==> src/rtl/tnc_pkg.sv <==
// Shared constants, types and helpers for the toroidal neighbor counter.
// Used by tnc_front, tnc_fifo, tnc_back and toroidal_neighbor_counter_top.
package tnc_pkg;

  // Board and neighborhood limits
  localparam int MAX_WIDTH  = 256;
  localparam int MAX_HEIGHT = 256;
  localparam int MAX_RADIUS = 7;

  // Fixed field widths of the ports
  localparam int XY_W      = 8;
  localparam int DIM_W     = 9;
  localparam int RAD_W     = 3;
  localparam int CNT_W     = 8;
  localparam int CFG_IDX_W = 8;

  // Derived widths
  localparam int CX_W      = $clog2(MAX_WIDTH);
  localparam int CY_W      = $clog2(MAX_HEIGHT);
  localparam int MAP_DEPTH = MAX_WIDTH * MAX_HEIGHT;
  localparam int ADDR_W    = $clog2(MAP_DEPTH);
  localparam int R_W       = $clog2(MAX_RADIUS + 1);
  localparam int OFS_W     = R_W + 1;
  localparam int DSUM_W    = R_W + 2;
  localparam int STEP_W    = $clog2(XY_W);
  localparam int AR_W      = 16;
  localparam int MAX_COUNT = (2 * MAX_RADIUS + 1) * (2 * MAX_RADIUS + 1) - 1;

  // Queue between front and back (power of two)
  localparam int Q_DEPTH = 4;
  localparam int Q_PTR_W = $clog2(Q_DEPTH);

  typedef enum logic [CFG_IDX_W-1:0] {
    REG_BOARD_WIDTH  = 8'd0,
    REG_BOARD_HEIGHT = 8'd1,
    REG_RADIUS       = 8'd2,
    REG_NBR_KIND     = 8'd3
  } cfg_reg_t;

  typedef enum logic {
    OP_WRITE = 1'b0,
    OP_QUERY = 1'b1
  } op_t;

  // Effective configuration after clamping
  typedef struct packed {
    logic [DIM_W-1:0] width;
    logic [DIM_W-1:0] height;
    logic [R_W-1:0]   radius;
    logic             diamond;
  } cfg_t;

  // One classified item, coordinates already wrapped onto the board
  typedef struct packed {
    op_t             op;
    logic [CX_W-1:0] cx;
    logic [CY_W-1:0] cy;
    logic            alive;
  } q_item_t;

  typedef enum logic [1:0] {
    F_IDLE,
    F_DIV,
    F_PUSH
  } front_state_t;

  typedef enum logic [1:0] {
    B_IDLE,
    B_WALK,
    B_DRAIN,
    B_FINISH
  } back_state_t;

  // Linear board address of a cell
  function automatic logic [ADDR_W-1:0] cell_addr(input logic [CX_W-1:0] cx,
                                                  input logic [CY_W-1:0] cy);
    logic [31:0] full;
    full = 32'(cy) * 32'(MAX_WIDTH) + 32'(cx);
    return full[ADDR_W-1:0];
  endfunction

endpackage

==> src/rtl/tnc_front.sv <==
// Front part: accepts input beats and wraps the coordinates onto the board.
// Uses tnc_pkg; feeds tnc_fifo.
module tnc_front (
  input  logic             clk,
  input  logic             rst,
  input  tnc_pkg::cfg_t    cfg,
  input  logic             in_valid,
  output logic             in_stall,
  input  logic             op,
  input  logic [7:0]       x,
  input  logic [7:0]       y,
  input  logic             cell_alive,
  output logic             push,
  output tnc_pkg::q_item_t push_item,
  input  logic             q_full
);
  import tnc_pkg::*;

  front_state_t      state, state_next;
  op_t               op_r;
  logic              alive_r;
  logic [XY_W-1:0]   xs, ys;
  logic [CX_W-1:0]   xr, xr_next;
  logic [CY_W-1:0]   yr, yr_next;
  logic [STEP_W-1:0] step;
  logic              accept, fast;
  logic [AR_W-1:0]   x_try, y_try;

  assign in_stall = (state != F_IDLE);
  assign accept   = in_valid && !in_stall;
  assign fast     = (AR_W'(x) < AR_W'(cfg.width)) && (AR_W'(y) < AR_W'(cfg.height));

  // One restoring remainder step per cycle on both coordinates
  always_comb begin
    x_try   = AR_W'({xr, xs[XY_W-1]});
    y_try   = AR_W'({yr, ys[XY_W-1]});
    xr_next = (x_try >= AR_W'(cfg.width)) ? CX_W'(x_try - AR_W'(cfg.width)) : CX_W'(x_try);
    yr_next = (y_try >= AR_W'(cfg.height)) ? CY_W'(y_try - AR_W'(cfg.height)) : CY_W'(y_try);
  end

  // Hold the item; seed or advance the remainders
  always_ff @(posedge clk) begin
    if (accept) begin
      op_r    <= op_t'(op);
      alive_r <= cell_alive;
      xs      <= x;
      ys      <= y;
      step    <= '0;
      if (fast) begin
        xr <= CX_W'(x);
        yr <= CY_W'(y);
      end else begin
        xr <= '0;
        yr <= '0;
      end
    end else if (state == F_DIV) begin
      xr   <= xr_next;
      yr   <= yr_next;
      xs   <= xs << 1;
      ys   <= ys << 1;
      step <= step + 1'b1;
    end
  end

  always_ff @(posedge clk) begin
    if (rst) begin
      state <= F_IDLE;
    end else begin
      state <= state_next;
    end
  end

  // Sequence: accept, divide when off the board, push to the queue
  always_comb begin
    state_next = state;
    push       = 1'b0;
    case (state)
      F_IDLE: begin
        if (accept) begin
          state_next = fast ? F_PUSH : F_DIV;
        end
      end
      F_DIV: begin
        if (step == STEP_W'(XY_W - 1)) begin
          state_next = F_PUSH;
        end
      end
      F_PUSH: begin
        if (!q_full) begin
          push       = 1'b1;
          state_next = F_IDLE;
        end
      end
      default: state_next = F_IDLE;
    endcase
  end

  assign push_item = '{op: op_r, cx: xr, cy: yr, alive: alive_r};

endmodule

==> config.mk <==
export PLATFORM = sky130hd
export DESIGN_NAME = tnc_front
export DESIGN_NICKNAME = d
export VERILOG_FILES = /design/src/rtl/tnc_pkg.sv /design/src/rtl/tnc_front.sv
export SDC_FILE = /design/constraint.sdc
export NUM_CORES = 1
export LEC_CHECK = 0
export ABC_AREA = 1
export BUFFER_PORTS_ARGS = -buffer_cell sky130_fd_sc_hd__buf_2
export CORE_MARGIN = 2
export CORE_UTILIZATION = 30
export DETAILED_ROUTE_END_ITERATION = 6
export SLEW_MARGIN = 0
export SYNTH_ARGS = -nofsm -noshare
export SYNTH_HDL_FRONTEND = slang
export SYNTH_SLANG_ARGS = --single-unit
==> constraint.sdc <==
create_clock -name clk -period 2.59 [get_ports clk]
set_input_delay 0.259 -clock clk [delete_from_list [all_inputs] [get_ports clk]]
set_output_delay 0.259 -clock clk [all_outputs]
set_load 0.005 [all_outputs]
==> summary.txt, run 1 <==
Timing
  – Worst hold slack: 148 ps
  – Unrepaired setup endpoints after global routing: no
  – PnR worst setup slack: 535 ps
  – Top achievable clock speed: 487 MHz
  – Slew HR: 0.591
  – Min cycle time layout: 2060 ps
  – Total negative slack: 0 ps
  – Final Max Slew Viols: 0
  – Final period util: 0.793
  – Worst-Margin Slew: 612 ps
  – Setup violations, final: 0
  – Setup Skew: 9.64 ps
  – Hold violation count in the final report: 0

Global route
  – Total grt overflow: 0
  – Overall routing resource usage: 0.139
  – Vias in the first global route: 2838
  – Largest net degree at the start of global routing: 35
  – First-pass GRT wire length: 13.1 mm
  – Initial antenna violation count: 0

Yosys
  – Main flop type after synthesis: edfxtp_1
  – Top cells by area, synth: edfxtp_1, nand2_1, ha_1, inv_1, nand3_1
  – Average cell area after synthesis: 7.22 µm²
  – YS warnings: 0
  – Register area share after synthesis: 0.333
  – Asr flop ratio synth: 0
  – Count of cell types in the netlist: 30
  – Net Count, Synth: 546
  – Synth Register Bits: 39
  – Synth top area share: 0.303
  – Synth cell count leaders: nand2_1, inv_1, nand3_1
  – Largest area contributor in the netlist: edfxtp_1
  – Post-synth EDFFs: 34
  – Post-Synthesis Cells: 466
  – Post-synth design cell area: 3360 µm²
  – Most frequent cell after synthesis: nand2_1

Setup path
  – Worst-path cell chain: ha_1 > nand2_1 > nand2_1 > inv_2 > nand2_1 > a21oi_2 > nand4_1 > nand3_1 > nand2_1
  – Critical Path Max Stage Delay: 440 ps
  – Critical path type: reg -> reg
  – CP dominant cell by count: nand2_1
  – Crit start category: flop
  – Critical R2R Launch: xr[3]$_DFFE_PP_
  – CP Data Arrival Time: 2100 ps
  – CP bufs+invs: 1
  – CP startpoint: xr[3]$_DFFE_PP_
  – Slowest cell on crit path: edfxtp_1
  – Critical Path Fanout Max: 8
  – Critical path data required time: 2630 ps
  – CP top delay family: simple AND/OR/NAND/NOR gates
  – Capturing element type of the critical path: flop

Detailed routing
  – DR pass1 iterations: 5
  – Metal-1 WL: 3.91 mm
  – Vias post-DR: 3023
  – Post-DR vias/cell: 4.53
  – WL met3: 429 µm
  – Remaining DRCs: 0
  – 1st-iter DRT viols: 202
  – Remaining antenna violation count: 0
  – Wire per inst: 12.0 µm
  – Met2 wire len: 3.59 mm
  – DR top layer: met4
  – Total Wirelength: 7.97 mm

Floorplanning
  – Die Footprint: 12100 µm²
  – Die Width: 110 µm
  – Initial Utilization: 0.309
  – # rows: 38
  – Die height: 110 µm
  – Num ports: 64
  – Core area: 10900 µm²

Clock network
  – Resized Gates After CTS: 0
  – Post-CTS Setup Inserts: 0
  – Clk pin slew, worst setup/hold paths: 80 ps
  – Num CTS Buffers: 5
  – CTS H-tree depth: 2
  – Clock tree buffer depth: 2
  – TritonCTS clock tree: built
  – Root buf cell: clkbuf_8
  – Clock Sinks: 39
  – CTS Hold Bufs: 0
  – Clk_lat worst skew: 290 ps

Layout
  – Fraction of layout cells with a size suffix above 1: 0.195
  – Filler cells: 1187
  – Area grow syn2layout: 15.5%
  – Fin cells: 667
  – Diodes inserted: 0
  – Nets@finish: 606

Place
  – DP HPWL: 6.34 mm
  – Placed cells: 659
  – # port buffers: 59
  – Setup WS pre-CTS: 566 ps
  – Routability cong.: 0.830

Power
  – Peak VDD IR: 0.409 mV
  – Tot Pwr: 4.07 mW
  – Cell leakage power: 2.06 nW
  – Power per cell area: 1050 nW/µm²

Hold path
  – Worst hold path class: in -> reg
  – Hold_sp: cell_alive

Outcome
  – Status: finished, final reports clean

Job
  – Max Cap Viol: 0
## final timing paths
| check | end | cells after the start | slack (ps) |
|---|---|---|---|
| setup / recovery | xr[1]$_DFFE_PP_ | 9 | 530 |
| hold / removal | alive_r$_DFFE_PP_ | 1 | 150 |
| hold reg to reg | step[1]$_SDFFE_PP0P_ | 2 | 470 |
| setup reg to reg | xr[1]$_DFFE_PP_ | 9 | 530 |
## layout by cell type (no fill, tap or decap), drive strengths merged
cell    Yosys  layout
xor2        4       4
dfxtp       5       5
fa          2       2
inv        76      76
clkinv      1       4
or2         2       2
ha         34      34
o21ai       3       3
nand3b      8       8
nor2       31      31
nand3      50      50
a21oi      18      18
nand4      13      13
clkbuf      0       5
edfxtp     34      34
buf         9      62
xnor2       2       2
nand2     174     174
## registers in the layout, indices dropped and copies added, names as in the netlist
| name | flops |
|---|---|
| op_r | 1 |
| ys | 8 |
| xr | 8 |
| yr | 8 |
| alive_r | 1 |
| state | 2 |
| xs | 8 |
| step | 3 |
## metrics by stage
stage | area (µm²) | utilization
after detailed placement | 3800 | 0.349
after global placement | 3800 | 0.349
after floorplan | 3360 | -
final | 3880 | 0.357
after global routing | 3880 | 0.357
after CTS | 3880 | 0.357
## cell families after synthesis
kind of cell               Yosys count  share of synthesized area
adders and majority gates           36                      0.138
buffers and inverters               86                      0.103
and+or+nand+nor                    278                      0.376
xor gates and xnor gates             6                     0.0156
AOI/OAI and AO/OA                   21                     0.0335
DFF                                 39                      0.333
## layer usage
metal / vias to the layer above / GRT usage
li1: 1617 / -
met1: 1350 / 0.186
met2: 52 / 0.229
met3: 4 / 0.0302
met4: 0 / 0.0289
met5: - / 0
## power breakdown
group          switching [mW]  internal, mW  total (mW)
clock network           0.221         0.185       0.405
logic                    1.50         0.901        2.40
registers               0.162          1.11        1.27
total                    1.88          2.19        4.07
## layout make-up
type                       instances  area [µm²]  share of cell area
multi-input combinational        341        1900               0.488
clock buffer                       5        68.8              0.0177
inverter                          77         292              0.0750
sequential                        39        1120               0.289
clock inverter                     3        15.0             0.00386
timing repair buffer              62         318              0.0818
tap                              140         175              0.0451
(Power assumes the default switching activity.)
==> run 2, diff against run 1 <==
==> constraint.sdc (replaced) <==
create_clock -name clk -period 2.1 [get_ports clk]
set_input_delay 0.21 -clock clk [delete_from_list [all_inputs] [get_ports clk]]
set_output_delay 0.21 -clock clk [all_outputs]
set_load 0.005 [all_outputs]
==> summary.txt, run 2 (synthesized netlist as in run 1, its figures left out) <==
Global route
  – Total grt overflow: 0
  – Overall routing resource usage: 0.136
  – Initial antenna violation count: 0
  – Vias in the first global route: 2777
  – Largest net degree at the start of global routing: 33
  – First-pass GRT wire length: 12.9 mm

Setup path
  – Critical Path Max Stage Delay: 430 ps
  – Reg2reg setup slack: 120 ps
  – CP top delay family: simple AND/OR/NAND/NOR gates
  – Reg2Reg Depth: 9
  – Critical Path Fanout Max: 8
  – Critical path data required time: 2140 ps
  – Stages on worst setup path: 9
  – Worst-path cell chain: ha_1 > nand2_1 > nand2_1 > inv_2 > nand2_1 > a21oi_4 > nand4_1 > nand3_1 > nand2_1
  – CP bufs+invs: 1
  – Slowest cell on crit path: edfxtp_1
  – Capturing element type of the critical path: flop
  – CP dominant cell by count: nand2_1
  – Crit start category: flop
  – CP Data Arrival Time: 2020 ps
  – Critical path type: reg -> reg

Outcome
  – Status: finished, final reports clean

Clock network
  – Num CTS Buffers: 5
  – Root buf cell: clkbuf_8
  – Clk_lat worst skew: 290 ps
  – Clock Sinks: 39
  – Post-CTS Setup Inserts: 0
  – CTS H-tree depth: 2
  – Clock tree buffer depth: 2
  – TritonCTS clock tree: built
  – Clk pin slew, worst setup/hold paths: 70 ps

Timing
  – Final period util: 0.943
  – Total negative slack: 0 ps
  – Worst-Margin Slew: 347 ps
  – Top achievable clock speed: 505 MHz
  – Worst hold slack: 97.3 ps
  – Min cycle time layout: 1980 ps
  – Setup violations, final: 0
  – Slew HR: 0.768
  – Unrepaired setup endpoints after global routing: no
  – Hold violation count in the final report: 0
  – Final Max Slew Viols: 0
  – Setup Skew: 7.48 ps

Place
  – Placed cell area: 3820 µm²
  – Routability cong.: 0.819
  – # port buffers: 59
  – DP HPWL: 6.48 mm

Detailed routing
  – 1st-iter DRT viols: 154
  – Remaining DRCs: 0
  – Wire per inst: 12.2 µm
  – Remaining antenna violation count: 0
  – Post-DR vias/cell: 4.55
  – Total Wirelength: 8.14 mm
  – DR pass1 iterations: 7
  – Vias post-DR: 3047

Power
  – Cell leakage power: 2.07 nW
  – Power per cell area: 1300 nW/µm²
  – Peak VDD IR: 0.451 mV

Layout
  – Most common cell after layout, fill and taps aside: nand2_1
  – Diodes inserted: 0
  – Filler cells: 1134
  – Post-layout util: 0.359
  – Most frequent cells in the layout: nand2_1, inv_1, buf_2
  – Finished Cell Area: 3910 µm²
  – Area grow syn2layout: 16.3%
  – Fraction of layout cells with a size suffix above 1: 0.198
  – Nets@finish: 608

Floorplanning
  – Initial Utilization: 0.309
  – Core area: 10900 µm²
  – # rows: 38
  – Die height: 110 µm
  – Die Width: 110 µm
  – Num ports: 64
  – Die Footprint: 12100 µm²

Hold path
  – Worst hold path class: in -> reg
  – Min-Delay Path Depth: 1

Job
  – Max Cap Viol: 0
## run 2: cell count changes in the layout (fill, tap and decap cells not counted)
cell / previous run / this run
a21oi_4: 0 / 1
a21oi_2: 2 / 1
buf_4: 3 / 5
nor2_4: 1 / 2
nor2_2: 6 / 5
## run 2: worst paths after layout
path	start	to
setup / recovery	xr[3]$_DFFE_PP_	xr[0]$_DFFE_PP_
hold / removal	cell_alive	alive_r$_DFFE_PP_
setup reg to reg	xr[3]$_DFFE_PP_	xr[0]$_DFFE_PP_
hold reg to reg	step[1]$_SDFFE_PP0P_	step[1]$_SDFFE_PP0P_
## run 2: report_power, final
part	total, mW	leakage, nW	switching (mW)	internal, mW
combinational	3.02	1.65	1.88	1.14
clock	0.487	0.0477	0.260	0.227
sequential	1.57	0.375	0.203	1.37
total	5.07	2.07	2.34	2.74
## run 2: what timing repair did
action / in CTS / in global routing
gates resized for setup: 0 / 2
setup endpoints to repair: 0 / 11
hold buffers: 0 / 0
## run 2: area by class of cell
type | instances | area, µm² | area share
clock buffer | 5 | 68.8 | 0.0176
clock inverter | 3 | 15.0 | 0.00384
inverter | 77 | 292 | 0.0745
multi-input combinational | 341 | 1910 | 0.488
sequential | 39 | 1120 | 0.287
tap | 140 | 175 | 0.0448
timing repair buffer | 64 | 333 | 0.0851
## run 2: per-layer routing
metal | vias up | GRT usage | share of wire
li1 | 1617 | - | -
met1 | 1364 | 0.184 | 0.48
met2 | 61 | 0.220 | 0.46
met3 | 5 | 0.0356 | 0.055
met4 | 0 | 0.0244 | 0.0059
met5 | - | 0 | 0
## run 2: through the flow
stage | setup WS (ps) | total power [mW] | cells
2_1_floorplan | 88.0 | 3.77 | 466
3_3_place_gp | 159 | 4.47 | 661
3_5_place_dp | 117 | 4.57 | 661
4_1_cts | 107 | 5.08 | 669
5_1_grt | 14.6 | 5.60 | 669
6_report | 120 | 5.07 | 669
