**src/rtl/tnc_pkg.sv**
```systemverilog
// Shared constants, types and helpers for the toroidal neighbor counter.
// Used by tnc_front, tnc_fifo, tnc_back and toroidal_neighbor_counter_top.
package tnc_pkg;

  // Board and neighborhood limits
  localparam int MAX_WIDTH  = 256;
  localparam int MAX_HEIGHT = 256;
  localparam int MAX_RADIUS = 7;

  // Fixed field widths of the ports
  localparam int XY_W      = 8;
  localparam int DIM_W     = 9;
  localparam int RAD_W     = 3;
  localparam int CNT_W     = 8;
  localparam int CFG_IDX_W = 8;

  // Derived widths
  localparam int CX_W      = $clog2(MAX_WIDTH);
  localparam int CY_W      = $clog2(MAX_HEIGHT);
  localparam int MAP_DEPTH = MAX_WIDTH * MAX_HEIGHT;
  localparam int ADDR_W    = $clog2(MAP_DEPTH);
  localparam int R_W       = $clog2(MAX_RADIUS + 1);
  localparam int OFS_W     = R_W + 1;
  localparam int DSUM_W    = R_W + 2;
  localparam int STEP_W    = $clog2(XY_W);
  localparam int AR_W      = 16;
  localparam int MAX_COUNT = (2 * MAX_RADIUS + 1) * (2 * MAX_RADIUS + 1) - 1;

  // Queue between front and back (power of two)
  localparam int Q_DEPTH = 4;
  localparam int Q_PTR_W = $clog2(Q_DEPTH);

  typedef enum logic [CFG_IDX_W-1:0] {
    REG_BOARD_WIDTH  = 8'd0,
    REG_BOARD_HEIGHT = 8'd1,
    REG_RADIUS       = 8'd2,
    REG_NBR_KIND     = 8'd3
  } cfg_reg_t;

  typedef enum logic {
    OP_WRITE = 1'b0,
    OP_QUERY = 1'b1
  } op_t;

  // Effective configuration after clamping
  typedef struct packed {
    logic [DIM_W-1:0] width;
    logic [DIM_W-1:0] height;
    logic [R_W-1:0]   radius;
    logic             diamond;
  } cfg_t;

  // One classified item, coordinates already wrapped onto the board
  typedef struct packed {
    op_t             op;
    logic [CX_W-1:0] cx;
    logic [CY_W-1:0] cy;
    logic            alive;
  } q_item_t;

  typedef enum logic [1:0] {
    F_IDLE,
    F_DIV,
    F_PUSH
  } front_state_t;

  typedef enum logic [1:0] {
    B_IDLE,
    B_WALK,
    B_DRAIN,
    B_FINISH
  } back_state_t;

  // Linear board address of a cell
  function automatic logic [ADDR_W-1:0] cell_addr(input logic [CX_W-1:0] cx,
                                                  input logic [CY_W-1:0] cy);
    logic [31:0] full;
    full = 32'(cy) * 32'(MAX_WIDTH) + 32'(cx);
    return full[ADDR_W-1:0];
  endfunction

endpackage

```
**src/rtl/tnc_fifo.sv**
```systemverilog
// Short queue of classified items between front and back.
// Uses tnc_pkg for the item type and depth.
module tnc_fifo (
  input  logic             clk,
  input  logic             rst,
  input  logic             push,
  input  tnc_pkg::q_item_t push_item,
  output logic             full,
  input  logic             pop,
  output tnc_pkg::q_item_t pop_item,
  output logic             empty
);
  import tnc_pkg::*;

  q_item_t            slots [Q_DEPTH];
  logic [Q_PTR_W-1:0] wr_ptr, rd_ptr;
  logic [Q_PTR_W:0]   fill;

  assign full     = (fill == (Q_PTR_W + 1)'(Q_DEPTH));
  assign empty    = (fill == '0);
  assign pop_item = slots[rd_ptr];

  // Store incoming beats
  always_ff @(posedge clk) begin
    if (push) begin
      slots[wr_ptr] <= push_item;
    end
  end

  // Advance pointers and track fill level
  always_ff @(posedge clk) begin
    if (rst) begin
      wr_ptr <= '0;
      rd_ptr <= '0;
      fill   <= '0;
    end else begin
      if (push) begin
        wr_ptr <= wr_ptr + 1'b1;
      end
      if (pop) begin
        rd_ptr <= rd_ptr + 1'b1;
      end
      if (push && !pop) begin
        fill <= fill + 1'b1;
      end else if (pop && !push) begin
        fill <= fill - 1'b1;
      end
    end
  end

endmodule

```
**config.mk**
```make
export PLATFORM = sky130hd
export DESIGN_NAME = tnc_fifo
export DESIGN_NICKNAME = d
export VERILOG_FILES = /design/src/rtl/tnc_pkg.sv /design/src/rtl/tnc_fifo.sv
export SDC_FILE = /design/constraint.sdc
export NUM_CORES = 1
export LEC_CHECK = 0
export BUFFER_PORTS_ARGS = -buffer_cell sky130_fd_sc_hd__buf_4
export CAP_MARGIN = 20
export CORE_ASPECT_RATIO = 0.7
export CORE_MARGIN = 10
export CORE_UTILIZATION = 60
export CTS_CLUSTER_DIAMETER = 40
export CTS_CLUSTER_SIZE = 40
export DETAILED_ROUTE_END_ITERATION = 8
export GPL_TIMING_DRIVEN = 0
export PLACE_DENSITY = 0.85
export SYNTH_ARGS = -nofsm -noshare
export SYNTH_HDL_FRONTEND = slang
export SYNTH_SLANG_ARGS = --single-unit
```
**constraint.sdc**
```tcl
create_clock -name clk -period 4.2 [get_ports clk]
set_input_delay 0.21 -clock clk [delete_from_list [all_inputs] [get_ports clk]]
set_output_delay 0.21 -clock clk [all_outputs]
set_load 0.01 [all_outputs]
```
==> qor_table.md, run 1 <==
| Group | Quantity | This run |
|:---|:---|:---|
| timing | Setup Total Neg Slack | 0 ns |
| clocking | Maximum buffer depth of the clock tree | 2 |
| floorplan | Placeable core region | 4861 um2 |
| placed design | Number of instances in the placed design | 247 |
| floorplan | Die W | 105.5 um |
| power and ir drop | Switching power as a share of total power | 0.2252 |
| floorplan | Total Die Area | 8419 um2 |
| worst setup path | Critical path start-end classification | reg -> out |
| yosys | Number of synthesized flops with an enable pin | 72 |
| global route | Met1 Resource Use GR | 0.1445 |
| power and ir drop | Total power after layout | 1.771 mW |
| yosys | Synth Cell Area | 3068 um2 |
| power and ir drop | Comb power frac | 0.121 |
| global route | Largest net degree at the start of global routing | 19 |
| worst setup path | Library cell appearing most often on the critical path | sky130_fd_sc_hd__buf_2 |
| worst setup path | Maximum single-stage delay on the critical path | 0.35 ns |
| global route | Total global routing track utilization | 0.1402 |
| clocking | Number of buffers inserted by post-CTS setup repair | 0 |
| timing | Clock period minus final worst setup slack | 1.890 ns |
| floorplan | Site Rows | 21 |
| floorplan | Starting Density | 0.6311 |
| power and ir drop | Clock group share of total power | 0.348 |
| run status | Outcome | complete, no violations |
| placed design | Pre-CTS setup slack | 2.421 ns |
| global route | Layer with the highest usage after global routing | met2 |
| power and ir drop | Sequential share of power | 0.531 |
| drt | Total number of vias | 1407 |
| final layout | Final non-filler cell total | 263 |
| yosys | Sequential share of the synthesized area | 0.7635 |
| yosys | Cell type contributing the most total cell area after synthesis | sky130_fd_sc_hd__edfxtp_1 |
| final layout | Layout-stage area growth over the synthesis result | 19.94% |
| yosys | Gate count after technology mapping | 138 |
| drt | Vias per cell | 5.350 |
| floorplan | Die height | 79.83 um |
| yosys | Post-Synthesis Net Count | 166 |
| job | Count of max-cap constraint violations | 0 |
| power and ir drop | Areal power density over the cells | 481.4 nW/um2 |
| yosys | Register bit total from synthesis | 81 |
| yosys | Dominant synthesized flop cell | sky130_fd_sc_hd__edfxtp_1 |
| timing | Worst Setup Slack, final | 2.310 ns |
| drt | Starting DRT DRC Count | 73 |
| placed design | Count of buffers from port buffering | 40 |
| global route | Grt met3 use | 0.06694 |
| timing | Portion of the clock cycle consumed by the worst path in the final layout | 0.4500 |
| global route | Initial antenna violation count | 0 |
| clocking | Num CTS Buffers | 9 |
| clocking | TritonCTS Sinks | 81 |
| yosys | Most frequent cell after synthesis | sky130_fd_sc_hd__edfxtp_1 |
| drt | Detailed Route WL | 5.555 mm |
| timing | Maximum clock frequency | 529.2 MHz |
| timing | Clock Skew | 0.008267 ns |
| worst setup path | Critical path, cell by cell | buf_2 > buf_2 > mux4_2 > buf_4 |
| timing | Actual transition at the worst max-transition pin | 0.9551 ns |
| drt | DRC | 0 |
| clocking | CTS tree | built |
| final layout | Share of cells above drive strength 1 | 0.3608 |
| yosys | Synth async-reset ratio | 0 |
| placed design | Placement Cell Area | 3455 um2 |
| worst setup path | Kind of end point of the critical path | output pin |
| worst setup path | Required @ worst endpoint | 3.99 ns |
| drt | First drt pass iteration count | 4 |
| timing | Slew margin rel. | 0.3632 |
| worst setup path | Top Family by Delay on Critical Path | buffers and inverters |
| drt | Routed WL per cell | 21.12 um |
| global route | Wire length of the first global-routing pass | 8.652 mm |
| worst setup path | Critical-path maximum fanout | 10 |
| yosys | Proportion of netlist area held by the largest area contributor | 0.7047 |
| global route | Met2 Track Usage GR | 0.2472 |
| yosys | Cell types occupying the most area after synthesis | sky130_fd_sc_hd__edfxtp_1 70%, sky130_fd_sc_hd__mux4_2 7.3%, sky130_fd_sc_hd__mux4_1 6.9%, sky130_fd_sc_hd__dfxtp_1 5.9%, sky130_fd_sc_hd__ha_1 2.0% |
| final layout | Diode insertion count for antenna repair | 0 |
| final layout | Final cell area excluding filler cells | 3680 um2 |
| clocking | Number of cells upsized or downsized after cts | 0 |
| yosys | Synth cell count leaders | 72 x sky130_fd_sc_hd__edfxtp_1, 10 x sky130_fd_sc_hd__mux4_2, 9 x sky130_fd_sc_hd__dfxtp_1 |
| floorplan | Number of primary I/O pins | 42 |
| clocking | CTS Root Buffer Type | sky130_fd_sc_hd__clkbuf_8 |
| clocking | Clock slew at the register clock pins of the worst setup and hold paths | 0.08 ns |
| worst setup path | Cell with the biggest individual delay on the critical path | sky130_fd_sc_hd__mux4_2 |
| min path | Hold WC Path Type | in -> reg |
| timing | Setup violators final | 0 |
| placed design | HPWL after DPL | 3.754 mm |
| timing | Number of max-slew violations in the final report | 0 |
| clocking | Level count of the clock H-tree | 3 |
| yosys | Count of yosys warnings during synthesis | 0 |
| power and ir drop | Leakage power | 1.310 nW |
| power and ir drop | Internal power summed over all cells | 1.372 mW |
| placed design | Routability-driven placement congestion ratio | 0.6791 |
| drt | Antenna-violating nets left | 0 |
| global route | Overall overflow remaining after global route | 0 |
| worst setup path | Total buffers and inverters traversed by the critical path | 3 |
| global route | Via count of the first global-routing pass | 1560 |
| timing | Setup repair after global routing missed its margin | no |
| power and ir drop | Worst IR Drop VDD | 0.4738 mV |
| power and ir drop | Switching component of the power | 398.9 uW |
| clocking | Hold_buf cts | 0 |
| clocking | Clock network latency to the later pin of the worst-skew pair | 0.34 ns |
| yosys | Post-synthesis average cell area | 22.23 um2 |
| timing | Number of hold violations in the final report | 0 |
| yosys | Yosys cell types | 22 |
| final layout | Number of nets in the final layout | 217 |
| worst setup path | Kind of start point of the critical path | flop |
| worst setup path | Worst path arrival time | 1.68 ns |
path summary, 6_finish.rpt:
| path | start | endpoint | slack, ns | cells after the start |
|---|---|---|---|---|
| max | flop | pop_item[7] | 2.31 | 4 |
| min | push_item[3] | slots[0][3] | 0.06 | 1 |
| max reg2reg | wr_ptr[0] | slots[2][9] | 2.45 | 3 |
| min reg2reg | fill[2] | fill[2] | 0.53 | 2 |
worst register-to-register path, delay by kind of cell, from the launching register on:
kind	cells	cell delay (ns)
and+or+nand+nor	1	0.76
DFF	1	0.36
adders and majority gates	1	0.16
buffers and inverters	1	0.09
state kept, by name, indices dropped and copies added (netlist names), named ones only:
register / cells
slots: 72
wr_ptr: 2
fill: 3
rd_ptr: 2
cell usage in the layout, fill, tap and decap left out, types with 2 or more instances in the layout:
cell                         instances
sky130_fd_sc_hd__clkbuf_8            9
sky130_fd_sc_hd__dfxtp_1             9
sky130_fd_sc_hd__mux4_2             10
sky130_fd_sc_hd__xnor2_1             2
sky130_fd_sc_hd__and2_1              4
sky130_fd_sc_hd__bufinv_16           2
sky130_fd_sc_hd__clkinvlp_4          2
sky130_fd_sc_hd__mux4_1              8
sky130_fd_sc_hd__xor2_1              3
sky130_fd_sc_hd__edfxtp_1           72
sky130_fd_sc_hd__inv_1               4
sky130_fd_sc_hd__inv_6               2
sky130_fd_sc_hd__mux2i_1             2
sky130_fd_sc_hd__ha_1                5
sky130_fd_sc_hd__buf_2               2
sky130_fd_sc_hd__buf_4              40
sky130_fd_sc_hd__nor2_1              7
cell families after synthesis:
group / count (synthesis) / share of synthesized area
DFF: 81 / 0.7635
AOI/OAI and AO/OA: 2 / 0.003260
and+or+nand+nor: 15 / 0.02406
muxes: 20 / 0.1485
adders and majority gates: 6 / 0.02692
xor gates and xnor gates: 5 / 0.01428
buffers and inverters: 9 / 0.01957
power by group through the flow:
stage          Sequential [mW]  Clock, mW  Combinational [mW]
3_3_place_gp             0.953          0               0.205
2_1_floorplan            0.951          0               0.119
6_report                 0.940      0.616               0.215
5_1_grt                  0.945      0.662               0.231
4_1_cts                  0.941      0.628               0.219
3_5_place_dp             0.958          0               0.215
layer usage:
metal | share of wire | routed length, um | up-vias
li1 | - | - | 657
met1 | 0.40 | 2207 | 710
met2 | 0.52 | 2915 | 34
met3 | 0.066 | 366 | 6
met4 | 0.012 | 65 | 0
met5 | 0 | 0 | -
layout make-up:
| class | count | area (um2) |
|---|---|---|
| fillers | 277 | 1181 |
| multi-input cells | 48 | 665.6 |
| flip-flops and latches | 81 | 2342 |
| plain buffers | 5 | 45.04 |
| repair buffers | 40 | 300.3 |
| clock buffers | 9 | 123.9 |
| inverters | 4 | 15.01 |
| clock inverters | 7 | 101.3 |
| well taps | 69 | 86.33 |
metrics by stage:
stage               hold slack, ns    util
finish                     0.05713  0.7570
global route               0.03659  0.7570
CTS                        0.04259  0.7570
detailed placement          0.4146  0.7107
global placement            0.4088  0.7107
floorplan                   0.3089       -
Note: power is estimated with default switching activity, not from simulation.
==> inputs of run 2 (changes only) <==
--- a/config.mk
+++ b/config.mk
@@ -9,12 +9,12 @@
 export CAP_MARGIN = 20
 export CORE_ASPECT_RATIO = 0.7
 export CORE_MARGIN = 10
-export CORE_UTILIZATION = 60
+export CORE_UTILIZATION = 56
 export CTS_CLUSTER_DIAMETER = 40
 export CTS_CLUSTER_SIZE = 40
 export DETAILED_ROUTE_END_ITERATION = 8
 export GPL_TIMING_DRIVEN = 0
-export PLACE_DENSITY = 0.85
+export PLACE_DENSITY = 0.8
 export SYNTH_ARGS = -nofsm -noshare
 export SYNTH_HDL_FRONTEND = slang
 export SYNTH_SLANG_ARGS = --single-unit
==> constraint.sdc (replaced) <==
create_clock -name clk -period 1.93 [get_ports clk]
set_input_delay 0.0965 -clock clk [delete_from_list [all_inputs] [get_ports clk]]
set_output_delay 0.0965 -clock clk [all_outputs]
set_load 0.01 [all_outputs]
==> run 2 against run 1 <==
Compared with the run above:
- cell area rose by 4.6%
- flip-flop and latch count did not move
- non-clock buffer count rose by 18
- sequential share of layout area fell by 2.8 points
- utilization fell by 2.9 points
- total power rose by 120%
- critical path depth did not move
- sequential power rose by 120%
- via count rose by 6.8%
- die area rose by 5.6%
==> qor_table.md, run 2 (synthesis gave the netlist of run 1 again) <==
| Group | Quantity | This run |
|:---|:---|:---|
| timing | Setup Total Neg Slack | 0 ns |
| worst setup path | Critical path start-end classification | reg -> out |
| power and ir drop | Worst IR Drop VDD | 0.5869 mV |
| worst setup path | Critical-path maximum fanout | 10 |
| floorplan | Die W | 108.5 um |
| floorplan | Site Rows | 22 |
| worst setup path | Kind of start point of the critical path | flop |
| global route | Overall overflow remaining after global route | 0 |
| final layout | Registers with the most flip-flops | slots (72), fill (3) |
| power and ir drop | Areal power density over the cells | 990.3 nW/um2 |
| worst setup path | Register-to-register setup slack | 0.18 ns |
| clocking | CTS tree | built |
| run status | Outcome | complete, no violations |
| floorplan | Number of primary I/O pins | 42 |
| worst setup path | Cell with the biggest individual delay on the critical path | sky130_fd_sc_hd__mux4_2 |
| worst setup path | Worst path arrival time | 1.70 ns |
| final layout | Register area | 2342 um2 |
| clocking | Clock slew at the register clock pins of the worst setup and hold paths | 0.07 ns |
| clocking | Hold_buf cts | 18 |
| power and ir drop | Leakage power | 1.381 nW |
| final layout | Layout-stage area growth over the synthesis result | 25.41% |
| floorplan | Total Die Area | 8886 um2 |
| placed design | Pre-CTS setup slack | 0.1660 ns |
| placed design | Routability-driven placement congestion ratio | 0.7874 |
| placed design | HPWL after DPL | 3.466 mm |
| final layout | Share of cells above drive strength 1 | 0.3223 |
| floorplan | Placeable core region | 5285 um2 |
| worst setup path | Critical path, cell by cell | buf_6 > buf_12 > mux4_2 > buf_4 |
| global route | Initial antenna violation count | 0 |
| drt | Routed WL per cell | 18.96 um |
| drt | Detailed Route WL | 5.365 mm |
| worst setup path | R2R cell count | 3 |
| timing | Actual transition at the worst max-transition pin | 0.9853 ns |
| timing | Number of hold violations in the final report | 0 |
| final layout | Diode insertion count for antenna repair | 0 |
| clocking | CTS Root Buffer Type | sky130_fd_sc_hd__clkbuf_8 |
| clocking | Num CTS Buffers | 9 |
| clocking | Number of buffers inserted by post-CTS setup repair | 0 |
| clocking | Maximum buffer depth of the clock tree | 2 |
| timing | Clock Skew | 0.007426 ns |
| timing | Maximum clock frequency | 556.9 MHz |
| worst setup path | Kind of end point of the critical path | output pin |
| final layout | Count of filler cells inserted in the layout | 310 |
| timing | Worst Setup Slack, final | 0.1342 ns |
| min path | Hold WC Path Type | in -> reg |
| clocking | Clock network latency to the later pin of the worst-skew pair | 0.34 ns |
| final layout | Flip-flop count of the largest register, all copies and words added | 72 |
| floorplan | Starting Density | 0.5805 |
| clocking | Level count of the clock H-tree | 3 |
| worst setup path | Required @ worst endpoint | 1.83 ns |
| floorplan | Die height | 81.93 um |
| drt | Total number of vias | 1503 |
| timing | Portion of the clock cycle consumed by the worst path in the final layout | 0.9305 |
| timing | Setup repair after global routing missed its margin | no |
| timing | Slew margin rel. | 0.3431 |
| drt | First drt pass iteration count | 4 |
| drt | Vias per cell | 5.311 |
| global route | Largest net degree at the start of global routing | 19 |
| job | Count of max-cap constraint violations | 0 |
| clocking | TritonCTS Sinks | 81 |
| final layout | Number of nets in the final layout | 235 |
| final layout | Footprint of the multi-input gates | 665.6 um2 |
| final layout | Biggest register | slots |
| min path | Number of cells on the worst hold path | 3 |
| timing | Number of max-slew violations in the final report | 0 |
| drt | Antenna-violating nets left | 0 |
| global route | Total global routing track utilization | 0.1273 |
| drt | DRC | 0 |
| global route | Wire length of the first global-routing pass | 8.397 mm |
| drt | Starting DRT DRC Count | 49 |
| global route | Via count of the first global-routing pass | 1610 |
| clocking | Number of cells upsized or downsized after cts | 0 |
| timing | Setup violators final | 0 |
| worst setup path | Maximum single-stage delay on the critical path | 0.52 ns |
| final layout | Most common library cell in the layout ignoring fill and taps | sky130_fd_sc_hd__edfxtp_1 |
| final layout | Commonest non-fill, non-tap cells in the layout | 72 x sky130_fd_sc_hd__edfxtp_1, 40 x sky130_fd_sc_hd__buf_4, 18 x sky130_fd_sc_hd__dlygate4sd3_1 |
| placed design | Count of buffers from port buffering | 40 |
| timing | Clock period minus final worst setup slack | 1.796 ns |
## run 2: final cells by class
type,instances,share of cell area
plain buffers,5,0.01171
clock buffers,10,0.03317
clock inverters,5,0.02114
inverters,4,0.003902
multi-input cells,48,0.1730
flip-flops and latches,81,0.6088
well taps,72,0.02341
repair buffers,58,0.1249
## run 2: final timing paths
check	start	endpoint
max	flop	pop_item[2]
min	pop	flop
max reg2reg	wr_ptr[0]	slots[0][9]
min reg2reg	rd_ptr[1]	rd_ptr[1]
## run 2: worst max-delay path: cells and delay by family (launching register included)
kind	cells	cell delay, ns
flip-flops	1	0.34
multiplexers	1	0.52
buffers and inverters	3	0.49
## run 2: per-stage QoR
stage / power (mW) / util / hold slack (ns) / instance area [um2] / std cells
after floorplan: 2.329 / - / 0.1954 / 3068 / 138
after global placement: 2.521 / 0.6544 / 0.2946 / 3458 / 250
after detailed placement: 2.554 / 0.6544 / 0.2991 / 3458 / 250
after CTS: 3.846 / 0.7280 / 0.06640 / 3847 / 283
after global routing: 3.956 / 0.7280 / 0.09145 / 3847 / 283
final: 3.810 / 0.7280 / 0.08351 / 3847 / 283
## run 2: power breakdown
group	switching (mW)	total (mW)	internal (mW)
logic	0.228	0.491	0.263
registers	0.0376	2.04	2.01
clock network	0.553	1.27	0.721
## run 2: routing by layer
metal / vias to the layer above / routed length (um) / global-route usage
li1: 696 / - / -
met1: 763 / 2275 / 0.1527
met2: 42 / 2710 / 0.2067
met3: 2 / 369 / 0.06255
met4: 0 / 9 / 0.02625
met5: - / 0 / 0
